===== config.mk =====
export PLATFORM = sky130hd
export DESIGN_NAME = int_to_decimal_ascii
export DESIGN_NICKNAME = d
export VERILOG_FILES = /design/src/hdl/itda_pkg.sv /design/src/hdl/itda_dp.sv /design/src/hdl/itda_ctrl.sv /design/src/hdl/int_to_decimal_ascii.sv
export VERILOG_INCLUDE_DIRS = /design/src /design/src/hdl
export SDC_FILE = /design/constraint.sdc
export NUM_CORES = 1
export LEC_CHECK = 0
export ABC_CLOCK_PERIOD_IN_PS = 14800
export BUFFER_PORTS_ARGS = -buffer_cell sky130_fd_sc_hd__buf_4
export CAP_MARGIN = 20
export CORE_ASPECT_RATIO = 1.2
export CORE_MARGIN = 3
export CORE_UTILIZATION = 65
export DETAILED_ROUTE_END_ITERATION = 12
export MAX_ROUTING_LAYER = met4
export PLACE_DENSITY = 0.85
export SLEW_MARGIN = 20
export SYNTH_ARGS = -nofsm -noshare
export SYNTH_HDL_FRONTEND = slang
export SYNTH_SLANG_ARGS = --single-unit

===== constraint.sdc =====
create_clock -name i_clk -period 14.8 [get_ports i_clk]
set_input_delay 2.96 -clock i_clk [delete_from_list [all_inputs] [get_ports i_clk]]
set_output_delay 2.96 -clock i_clk [all_outputs]
set_load 0.01 [all_outputs]

===== src/hdl/int_to_decimal_ascii_assert.svh =====
// Assertion macros shared by the RTL files.
`ifndef INT_TO_DECIMAL_ASCII_ASSERT_SVH
`define INT_TO_DECIMAL_ASCII_ASSERT_SVH
`ifndef SYNTHESIS
`define ITDA_ASSERT(lbl, clk, rst_n, prop) \
    lbl: assert property (@(posedge clk) disable iff (!rst_n) (prop)) \
        else $error("assertion failed");
`define ITDA_ASSERT_NEXT(lbl, clk, rst_n, ante, cons) \
    lbl: assert property (@(posedge clk) disable iff (!rst_n) (ante) |=> (cons)) \
        else $error("assertion failed");
`else
`define ITDA_ASSERT(lbl, clk, rst_n, prop)
`define ITDA_ASSERT_NEXT(lbl, clk, rst_n, ante, cons)
`endif
`endif


===== src/hdl/itda_pkg.sv =====
`default_nettype none
package itda_pkg;

    localparam int unsigned DATA_W      = 32;
    localparam int unsigned MAX_DIGITS  = 10;
    localparam int unsigned ND_W        = $clog2(MAX_DIGITS + 1);
    localparam int unsigned IDX_W       = $clog2(MAX_DIGITS);
    // q = (x * RECIP) >> RECIP_SHIFT equals x / 10 for every 32-bit x
    localparam logic [DATA_W-1:0] RECIP = 32'hCCCC_CCCD;
    localparam int unsigned RECIP_SHIFT = 35;
    localparam int unsigned QUOT_W      = 2 * DATA_W - RECIP_SHIFT;
    localparam logic [7:0]  ASCII_ZERO  = 8'd48;
    localparam logic [7:0]  ASCII_MINUS = 8'd45;

    typedef enum logic [2:0] {
        S_IDLE,
        S_MUL,
        S_DIV,
        S_SIGN,
        S_DIGIT
    } t_state;

    typedef struct packed {
        logic load;
        logic mul;
        logic div;
        logic emit_sign;
        logic emit_digit;
    } t_cmd;

    typedef struct packed {
        logic q_zero;
        logic nd_full;
        logic neg;
        logic idx_zero;
    } t_status;

endpackage
`default_nettype wire


===== src/hdl/itda_dp.sv =====
`default_nettype none
`include "int_to_decimal_ascii_assert.svh"
module itda_dp
    import itda_pkg::*;
(
    input  wire logic               i_clk,
    input  wire logic               i_rst_n,
    input  wire logic [DATA_W-1:0]  i_value,
    input  wire t_cmd               i_cmd,
    output t_status                 o_status,
    output logic                    o_valid,
    output logic [7:0]              o_char_code,
    output logic                    o_last
);

    logic [DATA_W-1:0]   r_mag;
    logic [QUOT_W-1:0]   r_prod;
    logic                r_neg;
    logic [3:0]          r_digits [MAX_DIGITS];
    logic [ND_W-1:0]     r_nd;
    logic [IDX_W-1:0]    r_idx;

    logic [2*DATA_W-1:0] w_prod;
    logic [DATA_W-1:0]   w_q10;
    logic [DATA_W-1:0]   w_rem;
    logic [DATA_W-1:0]   w_abs;

    assign w_abs  = i_value[DATA_W-1] ? (DATA_W'(0) - i_value) : i_value;
    assign w_prod = (2*DATA_W)'(r_mag) * (2*DATA_W)'(RECIP);
    // quotient times ten as 8q + 2q
    assign w_q10  = DATA_W'({r_prod, 3'b000}) + DATA_W'({r_prod, 1'b0});
    assign w_rem  = r_mag - w_q10;

    assign o_status.q_zero   = (r_prod == '0);
    assign o_status.nd_full  = (r_nd == ND_W'(MAX_DIGITS - 1));
    assign o_status.neg      = r_neg;
    assign o_status.idx_zero = (r_idx == '0);

    always_ff @(posedge i_clk) begin
        if (i_cmd.load) begin
            r_mag <= w_abs;
            r_neg <= i_value[DATA_W-1];
        end
        if (i_cmd.mul) begin
            r_prod <= w_prod[2*DATA_W-1:RECIP_SHIFT];
        end
        if (i_cmd.div) begin
            r_digits[r_nd[IDX_W-1:0]] <= w_rem[3:0];
            r_mag <= DATA_W'(r_prod);
            r_idx <= r_nd[IDX_W-1:0];
        end
        if (i_cmd.emit_digit) begin
            r_idx <= r_idx - IDX_W'(1);
        end
        if (i_cmd.emit_sign) begin
            o_char_code <= ASCII_MINUS;
            o_last      <= 1'b0;
        end else begin
            o_char_code <= ASCII_ZERO + {4'b0000, r_digits[r_idx]};
            o_last      <= (r_idx == '0);
        end
    end

    always_ff @(posedge i_clk) begin
        if (!i_rst_n) begin
            r_nd    <= '0;
            o_valid <= 1'b0;
        end else begin
            o_valid <= i_cmd.emit_sign | i_cmd.emit_digit;
            if (i_cmd.load) begin
                r_nd <= '0;
            end else if (i_cmd.div) begin
                r_nd <= r_nd + ND_W'(1);
            end
        end
    end

    `ITDA_ASSERT_NEXT(a_gap_after_last, i_clk, i_rst_n, o_valid && o_last, !o_valid)
    `ITDA_ASSERT(a_nd_bound, i_clk, i_rst_n, !i_cmd.div || (r_nd < ND_W'(MAX_DIGITS)))
    `ITDA_ASSERT(a_sign_not_last, i_clk, i_rst_n, !(o_valid && o_char_code == ASCII_MINUS && o_last))

endmodule
`default_nettype wire


===== src/hdl/itda_ctrl.sv =====
`default_nettype none
`include "int_to_decimal_ascii_assert.svh"
module itda_ctrl
    import itda_pkg::*;
(
    input  wire logic    i_clk,
    input  wire logic    i_rst_n,
    input  wire logic    i_start,
    input  wire t_status i_status,
    output logic         o_busy,
    output t_cmd         o_cmd
);

    t_state r_state;
    t_state n_state;

    always_ff @(posedge i_clk) begin
        if (!i_rst_n) begin
            r_state <= S_IDLE;
        end else begin
            r_state <= n_state;
        end
    end

    always_comb begin
        n_state = r_state;
        o_cmd   = '0;
        unique case (r_state)
            S_IDLE: begin
                if (i_start) begin
                    o_cmd.load = 1'b1;
                    n_state    = S_MUL;
                end
            end
            S_MUL: begin
                o_cmd.mul = 1'b1;
                n_state   = S_DIV;
            end
            S_DIV: begin
                o_cmd.div = 1'b1;
                if (i_status.q_zero || i_status.nd_full) begin
                    n_state = i_status.neg ? S_SIGN : S_DIGIT;
                end else begin
                    n_state = S_MUL;
                end
            end
            S_SIGN: begin
                o_cmd.emit_sign = 1'b1;
                n_state         = S_DIGIT;
            end
            S_DIGIT: begin
                o_cmd.emit_digit = 1'b1;
                if (i_status.idx_zero) begin
                    n_state = S_IDLE;
                end
            end
            default: begin
                n_state = S_IDLE;
            end
        endcase
    end

    assign o_busy = (r_state != S_IDLE);

    `ITDA_ASSERT_NEXT(a_accept_to_mul, i_clk, i_rst_n, i_start && !o_busy, r_state == S_MUL)
    `ITDA_ASSERT_NEXT(a_mul_to_div, i_clk, i_rst_n, r_state == S_MUL, r_state == S_DIV)
    `ITDA_ASSERT_NEXT(a_done, i_clk, i_rst_n, r_state == S_DIGIT && i_status.idx_zero, r_state == S_IDLE)

endmodule
`default_nettype wire


===== src/hdl/int_to_decimal_ascii.sv =====
`default_nettype none
// Signed 32-bit integer to decimal ASCII. Pulse start with i_value while busy is low;
// the text then leaves one character per o_valid pulse, sign first, no leading zeros,
// o_last on the final digit. The receiver cannot stall: every o_valid pulse is a
// transfer and must be taken. Digits are peeled least significant first by a shared
// reciprocal multiplier, in a multiply state and a divide state for each digit, then
// emitted one per cycle.
module int_to_decimal_ascii
    import itda_pkg::*;
(
    input  wire logic              i_clk,
    input  wire logic              i_rst_n,
    input  wire logic              start,
    input  wire logic [DATA_W-1:0] i_value,
    output logic                   busy,
    output logic                   o_valid,
    output logic [7:0]             o_char_code,
    output logic                   o_last
);

    t_cmd    w_cmd;
    t_status w_status;

    itda_ctrl u_ctrl (
        .i_clk    (i_clk),
        .i_rst_n  (i_rst_n),
        .i_start  (start),
        .i_status (w_status),
        .o_busy   (busy),
        .o_cmd    (w_cmd)
    );

    itda_dp u_dp (
        .i_clk       (i_clk),
        .i_rst_n     (i_rst_n),
        .i_value     (i_value),
        .i_cmd       (w_cmd),
        .o_status    (w_status),
        .o_valid     (o_valid),
        .o_char_code (o_char_code),
        .o_last      (o_last)
    );

endmodule
`default_nettype wire

# Yosys cells after proc, flatten, opt, wreduce, memory -nomap -nowiden
# Memory sizes are Yosys's and may differ from the RTL's. A register that Yosys moved wholly into a read port is not among the register bits.
# Cells that the tools add are included.
# Widths: inputs -> output; s select.
[totals]
output_inout_bits = 11
regBits = 83
n_memories = 1
elab_cells = 55
mem_bits_rw = 40
input_bits = 35
[classes]
add_sub_neg = 6
mul = 1
muxes = 19
bitwise = 2
n_reduce_logical = 9
n_eq_ne = 7
[mem_list]
columns = ["memory", "depth", "word_bits", "rd", "rd_clocked_by_memory_dff", "wr", "line_no", "rtl"]
rows = [
  ["u_dp.r_digits", 10, 4, 1, 1, 1, "itda_dp.sv:19", "logic [3:0] r_digits [MAX_DIGITS];"],
]
[op_table]
columns = ["op", "count"]
rows = [
  ["$mul 32x32->64 const B", 1],
  ["$mux 29", 2],
  ["$mux 32", 1],
  ["$sub 1x32->32 const A", 1],
  ["$logic_not 29->1", 1],
  ["$pmux 3 s5", 1],
  ["$mux 3", 4],
  ["$mux 4", 3],
  ["$mux 1", 8],
  ["$add 6x4->7 const A", 1],
  ["$eq 3x2->1 const B", 2],
  ["$add 4x1->4 const B", 1],
  ["$add 4x4->4", 1],
  ["$eq 4x4->1 const B", 1],
  ["$logic_not 4->1", 1],
  ["$reduce_bool 2->1", 2],
  ["$sub 4x1->4 const B", 1],
  ["$sub 4x4->4", 1],
  ["$eq 3x1->1 const B", 1],
  ["$eq 3x3->1 const B", 1],
  ["$logic_not 3->1", 1],
  ["$reduce_bool 3->1", 1],
  ["$ne 2x1->1 const B", 1],
  ["$ne 2x2->1 const B", 1],
  ["5 further kinds", 5],
]

# Logic depth before layout (Yosys ltp)
[depth]
depth_word = 5
ltp_mapped = 24
ltp_nobuf = 24

# By module
# Synthesis repeated with hierarchy kept, for this count alone.
[unflattened]
cells_unflattened = 2049
hier_area_um2 = 21904.8
[by_module_without_submodules]
columns = ["mod", "area_each_um2", "cells_per_inst", "instances"]
rows = [
  ["itda_dp", 21707.1, 2027, 1],
  ["itda_ctrl", 197.7, 22, 1],
]

# Worst setup path after synthesis
# Ideal clock, no wire load.
[synth_timing]
path_kind = "register to register"
start = "reg u_dp.r_mag[18]"
end = "reg u_dp.r_prod[21], data pin"
stages_incl_launch_ff = 24
setup_ps = 263
period_less_slack_ps = 6882
slack_ps = 7918
path_buffers = 0
arrival_ps = 6619
path_cell_list = "edfxtp_1 -> ha_1 -> inv_1 -> fa_1 -> inv_1 -> fa_1 -> inv_1 -> fa_1 -> inv_1 -> fa_1 -> fa_1 -> fa_1 -> inv_1 -> fa_1 -> inv_1 -> ha_1 -> and4_1 -> nand4_1 -> or4_1 -> o32a_1 -> a211oi_1 -> nor2_1 -> nor3_1 -> nor3_1"
[synth_between]
elab_chain_cells = 1
[synth_lines]
columns = ["element", "line_no", "rtl"]
rows = [
  ["start: declaration", "itda_dp.sv:16", "logic [DATA_W-1:0] r_mag;"],
  ["start signal: assignment", "itda_dp.sv:41", "r_mag <= w_abs;"],
  ["start signal: assignment", "itda_dp.sv:49", "r_mag <= DATA_W'(r_prod);"],
  ["$mul 32x32->64", "itda_dp.sv:29", "assign w_prod = (2*DATA_W)'(r_mag) * (2*DATA_W)'(RECIP);"],
  ["net u_dp.w_prod[56]", "itda_dp.sv:23", "logic [2*DATA_W-1:0] w_prod;"],
  ["end signal: assignment", "itda_dp.sv:45", "r_prod <= w_prod[2*DATA_W-1:RECIP_SHIFT];"],
  ["end: declaration", "itda_dp.sv:17", "logic [QUOT_W-1:0] r_prod;"],
]
# The timed path passes the listed nets, and every way through them passes these cells.
# A chain may end at the register's enable or synchronous reset.

# Worst setup path in the final report
# Same ends and word-level chain as after synthesis.

==> flow_metrics.env <==
export IMPL_clock_sinks=124
export IMPL_track_usage_pct=37.5
export IMPL_vias=16350
export IMPL_crit_path_start="u_dp.r_mag[18]$_DFFE_PP_"
export IMPL_fin_nets=2968
export IMPL_grt_pass1_vias=18019
export IMPL_finalSetupTns_ps=0
export IMPL_ys_ff_latch=124
export IMPL_cts_root_buf="clkbuf_16"
export IMPL_synth_edf_count=103
export IMPL_critPathKind="reg -> reg"
export IMPL_overflow=0
export IMPL_grt_max_degree=62
export IMPL_maxCapViolations=0
export IMPL_yosysWarnings=0
export IMPL_wl_mm=64.2
export IMPL_synth_area_um2=22500
export IMPL_drive_gt1_share_pct=4.95
export IMPL_fillers=2365
export IMPL_fmaxAchievable_mhz=125
export IMPL_clkTransAtPathRegs_ps=70
export IMPL_initial_core_util_pct=66.0
export IMPL_synthArstFlopShare_pct=0
export IMPL_avgSynthCellArea_um2=10.4
export IMPL_die_h_um=210
export IMPL_fp_dieW_um=176
export IMPL_grt_pass1_wl_mm=99.8
export IMPL_reg2reg_slack_ps=6770
export IMPL_hold_start="u_dp.r_nd[1]$_SDFFE_PP0P_"
export IMPL_diodes=0
export IMPL_gp_congestion=1.07
export IMPL_drcViolationCount=0
export IMPL_htreeDepth=4
export IMPL_ctsResizeCount=0
export IMPL_drv_slew=0
export IMPL_io_pins=46
export IMPL_hold_viol_final=0
export IMPL_cp_arrival_ps=8210
export IMPL_core_area_um2=34200
export IMPL_wire_per_inst_um=24.2
export IMPL_tightest_slew_ps=1150
export IMPL_synth_seq_area_share_pct=15.6
export IMPL_final_cell_mix="inv_1, fa_1, ha_1"
export IMPL_cts_tree="done"
export IMPL_dieArea_um2=37000
export IMPL_setup_viol=0
export IMPL_dp_hpwl_mm=54.7
export IMPL_dr_pass1_iters=7
export IMPL_antenna_found_initial=0
export IMPL_seq_area_um2=3510
export IMPL_worstPathMaxFanout=7
export IMPL_rows=74
export IMPL_synth_distinct_cells=65
export IMPL_multiInputGateArea_um2=16800
export IMPL_layout_commonest_cell="inv_1"
export IMPL_reg2reg_from="u_dp.r_mag[18]$_DFFE_PP_"
export IMPL_worst_setup_path_end_kind="flop"
export IMPL_clkLatencyLatePin_ps=450
export IMPL_crit_path_start_kind="flop"
export IMPL_required_ps=14990
export IMPL_drt_iter0_markers=1736
export IMPL_clock_path_buffers=2
export IMPL_rsz0062_at_grt="false"
export IMPL_post_route_period_util_pct=54.2
export IMPL_outcome="completed"
export IMPL_port_buffers=42
export IMPL_hold_class="reg -> reg"
export IMPL_antenna_left=0
export IMPL_synthToLayoutAreaGrowth_pct=6.14
export IMPL_max_slew_margin_pct=22.8
export IMPL_cts_made_buffers=17
export IMPL_fin_crit_ps=8030
export IMPL_synthFlopType="edfxtp_1"
export IMPL_viasPerCell=6.15
export IMPL_ctsHoldBuffers=0
export IMPL_synthCells=2164
export IMPL_fin_worst_skew_ps=16.8
export IMPL_cts_setup_buffers=0
## metal layers
layer	wire length, um	global-route usage [%]
met5	0	-
met4	7700	33.5
met3	4760	5.10
met2	30500	59.5
met1	21300	41.1
## cell type report
type	instances	share of cell area, %
Tap cell	456	2.38
Timing Repair Buffer	46	1.53
Sequential cell	124	14.7
Clock buffer	17	1.78
Multi-Input combinational cell	1460	70.4
Clock inverter	15	0.717
Inverter	541	8.49
## cell families after synthesis
family	count (synthesis)	share of synthesized area, %
mux	21	1.42
xor+xnor	110	4.27
other cells	2	0.0333
compound gates	287	8.25
simple gates	296	6.61
flops	124	15.6
buf+inv	581	9.73
fa+ha+maj	743	54.1
## critical path: stages, from the launching register on
cell and delay (ps):
edfxtp_1 530, ha_1 540, inv_1 190, fa_1 560
inv_1 50, fa_1 490, inv_1 50, fa_1 530
inv_1 80, fa_1 600, fa_1 440, fa_1 520
fa_1 430, ha_1 410, and4_1 310, nand4_1 150
or4_1 540, o32a_1 410, a211oi_1 460, nor2_1 200
nor3_1 200, nor3_1 70
## per-stage QoR
stage          hold slack (ps)  util, %  worst slack (ps)  std cells  area (um2)
2_1_floorplan              494        -              7920       2165       22500
5_1_grt                    592     70.0              6560       2659       23900
3_3_place_gp               519     68.2              7000       2626       23300
4_1_cts                    563     69.9              6930       2658       23900
6_report                   568     70.0              6770       2659       23900
3_5_place_dp               545     68.2              6930       2626       23300
## registers in the layout, indices dropped and copies added (netlist names), named ones only
register,flops
u_dp.r_nd,4
u_dp.r_idx,4
u_dp.o_last,1
u_dp.r_mag,32
u_dp.r_digits,40
u_dp.r_prod,29
u_dp.o_char_code,5
u_dp.r_neg,1
u_dp.o_valid,1
u_ctrl.r_state,3
## synthesized netlist by cell type (all sizes together) (31+ instances only)
cell type	n	share of area, %
inv	541	9.0
fa	386	34
ha	357	20
nand2	110	1.8
edfxtp	103	14
o21ai	72	1.6
a21oi	71	1.6
xor2	70	2.7
a21o	53	1.8
nor2	44	0.73
xnor2	40	1.6
clkbuf	31	0.52
## worst paths after layout
kind | end | cells past startpoint
min | u_dp.r_nd[1]$_SDFFE_PP0P_ | 2
max reg2reg | u_dp.r_prod[21]$_DFFE_PP_ | 21
min reg2reg | u_dp.r_nd[1]$_SDFFE_PP0P_ | 2
max | u_dp.r_prod[21]$_DFFE_PP_ | 21
Power is not shown: default switching activity piles up to over one toggle a cycle in this logic, so the estimate is an artifact.
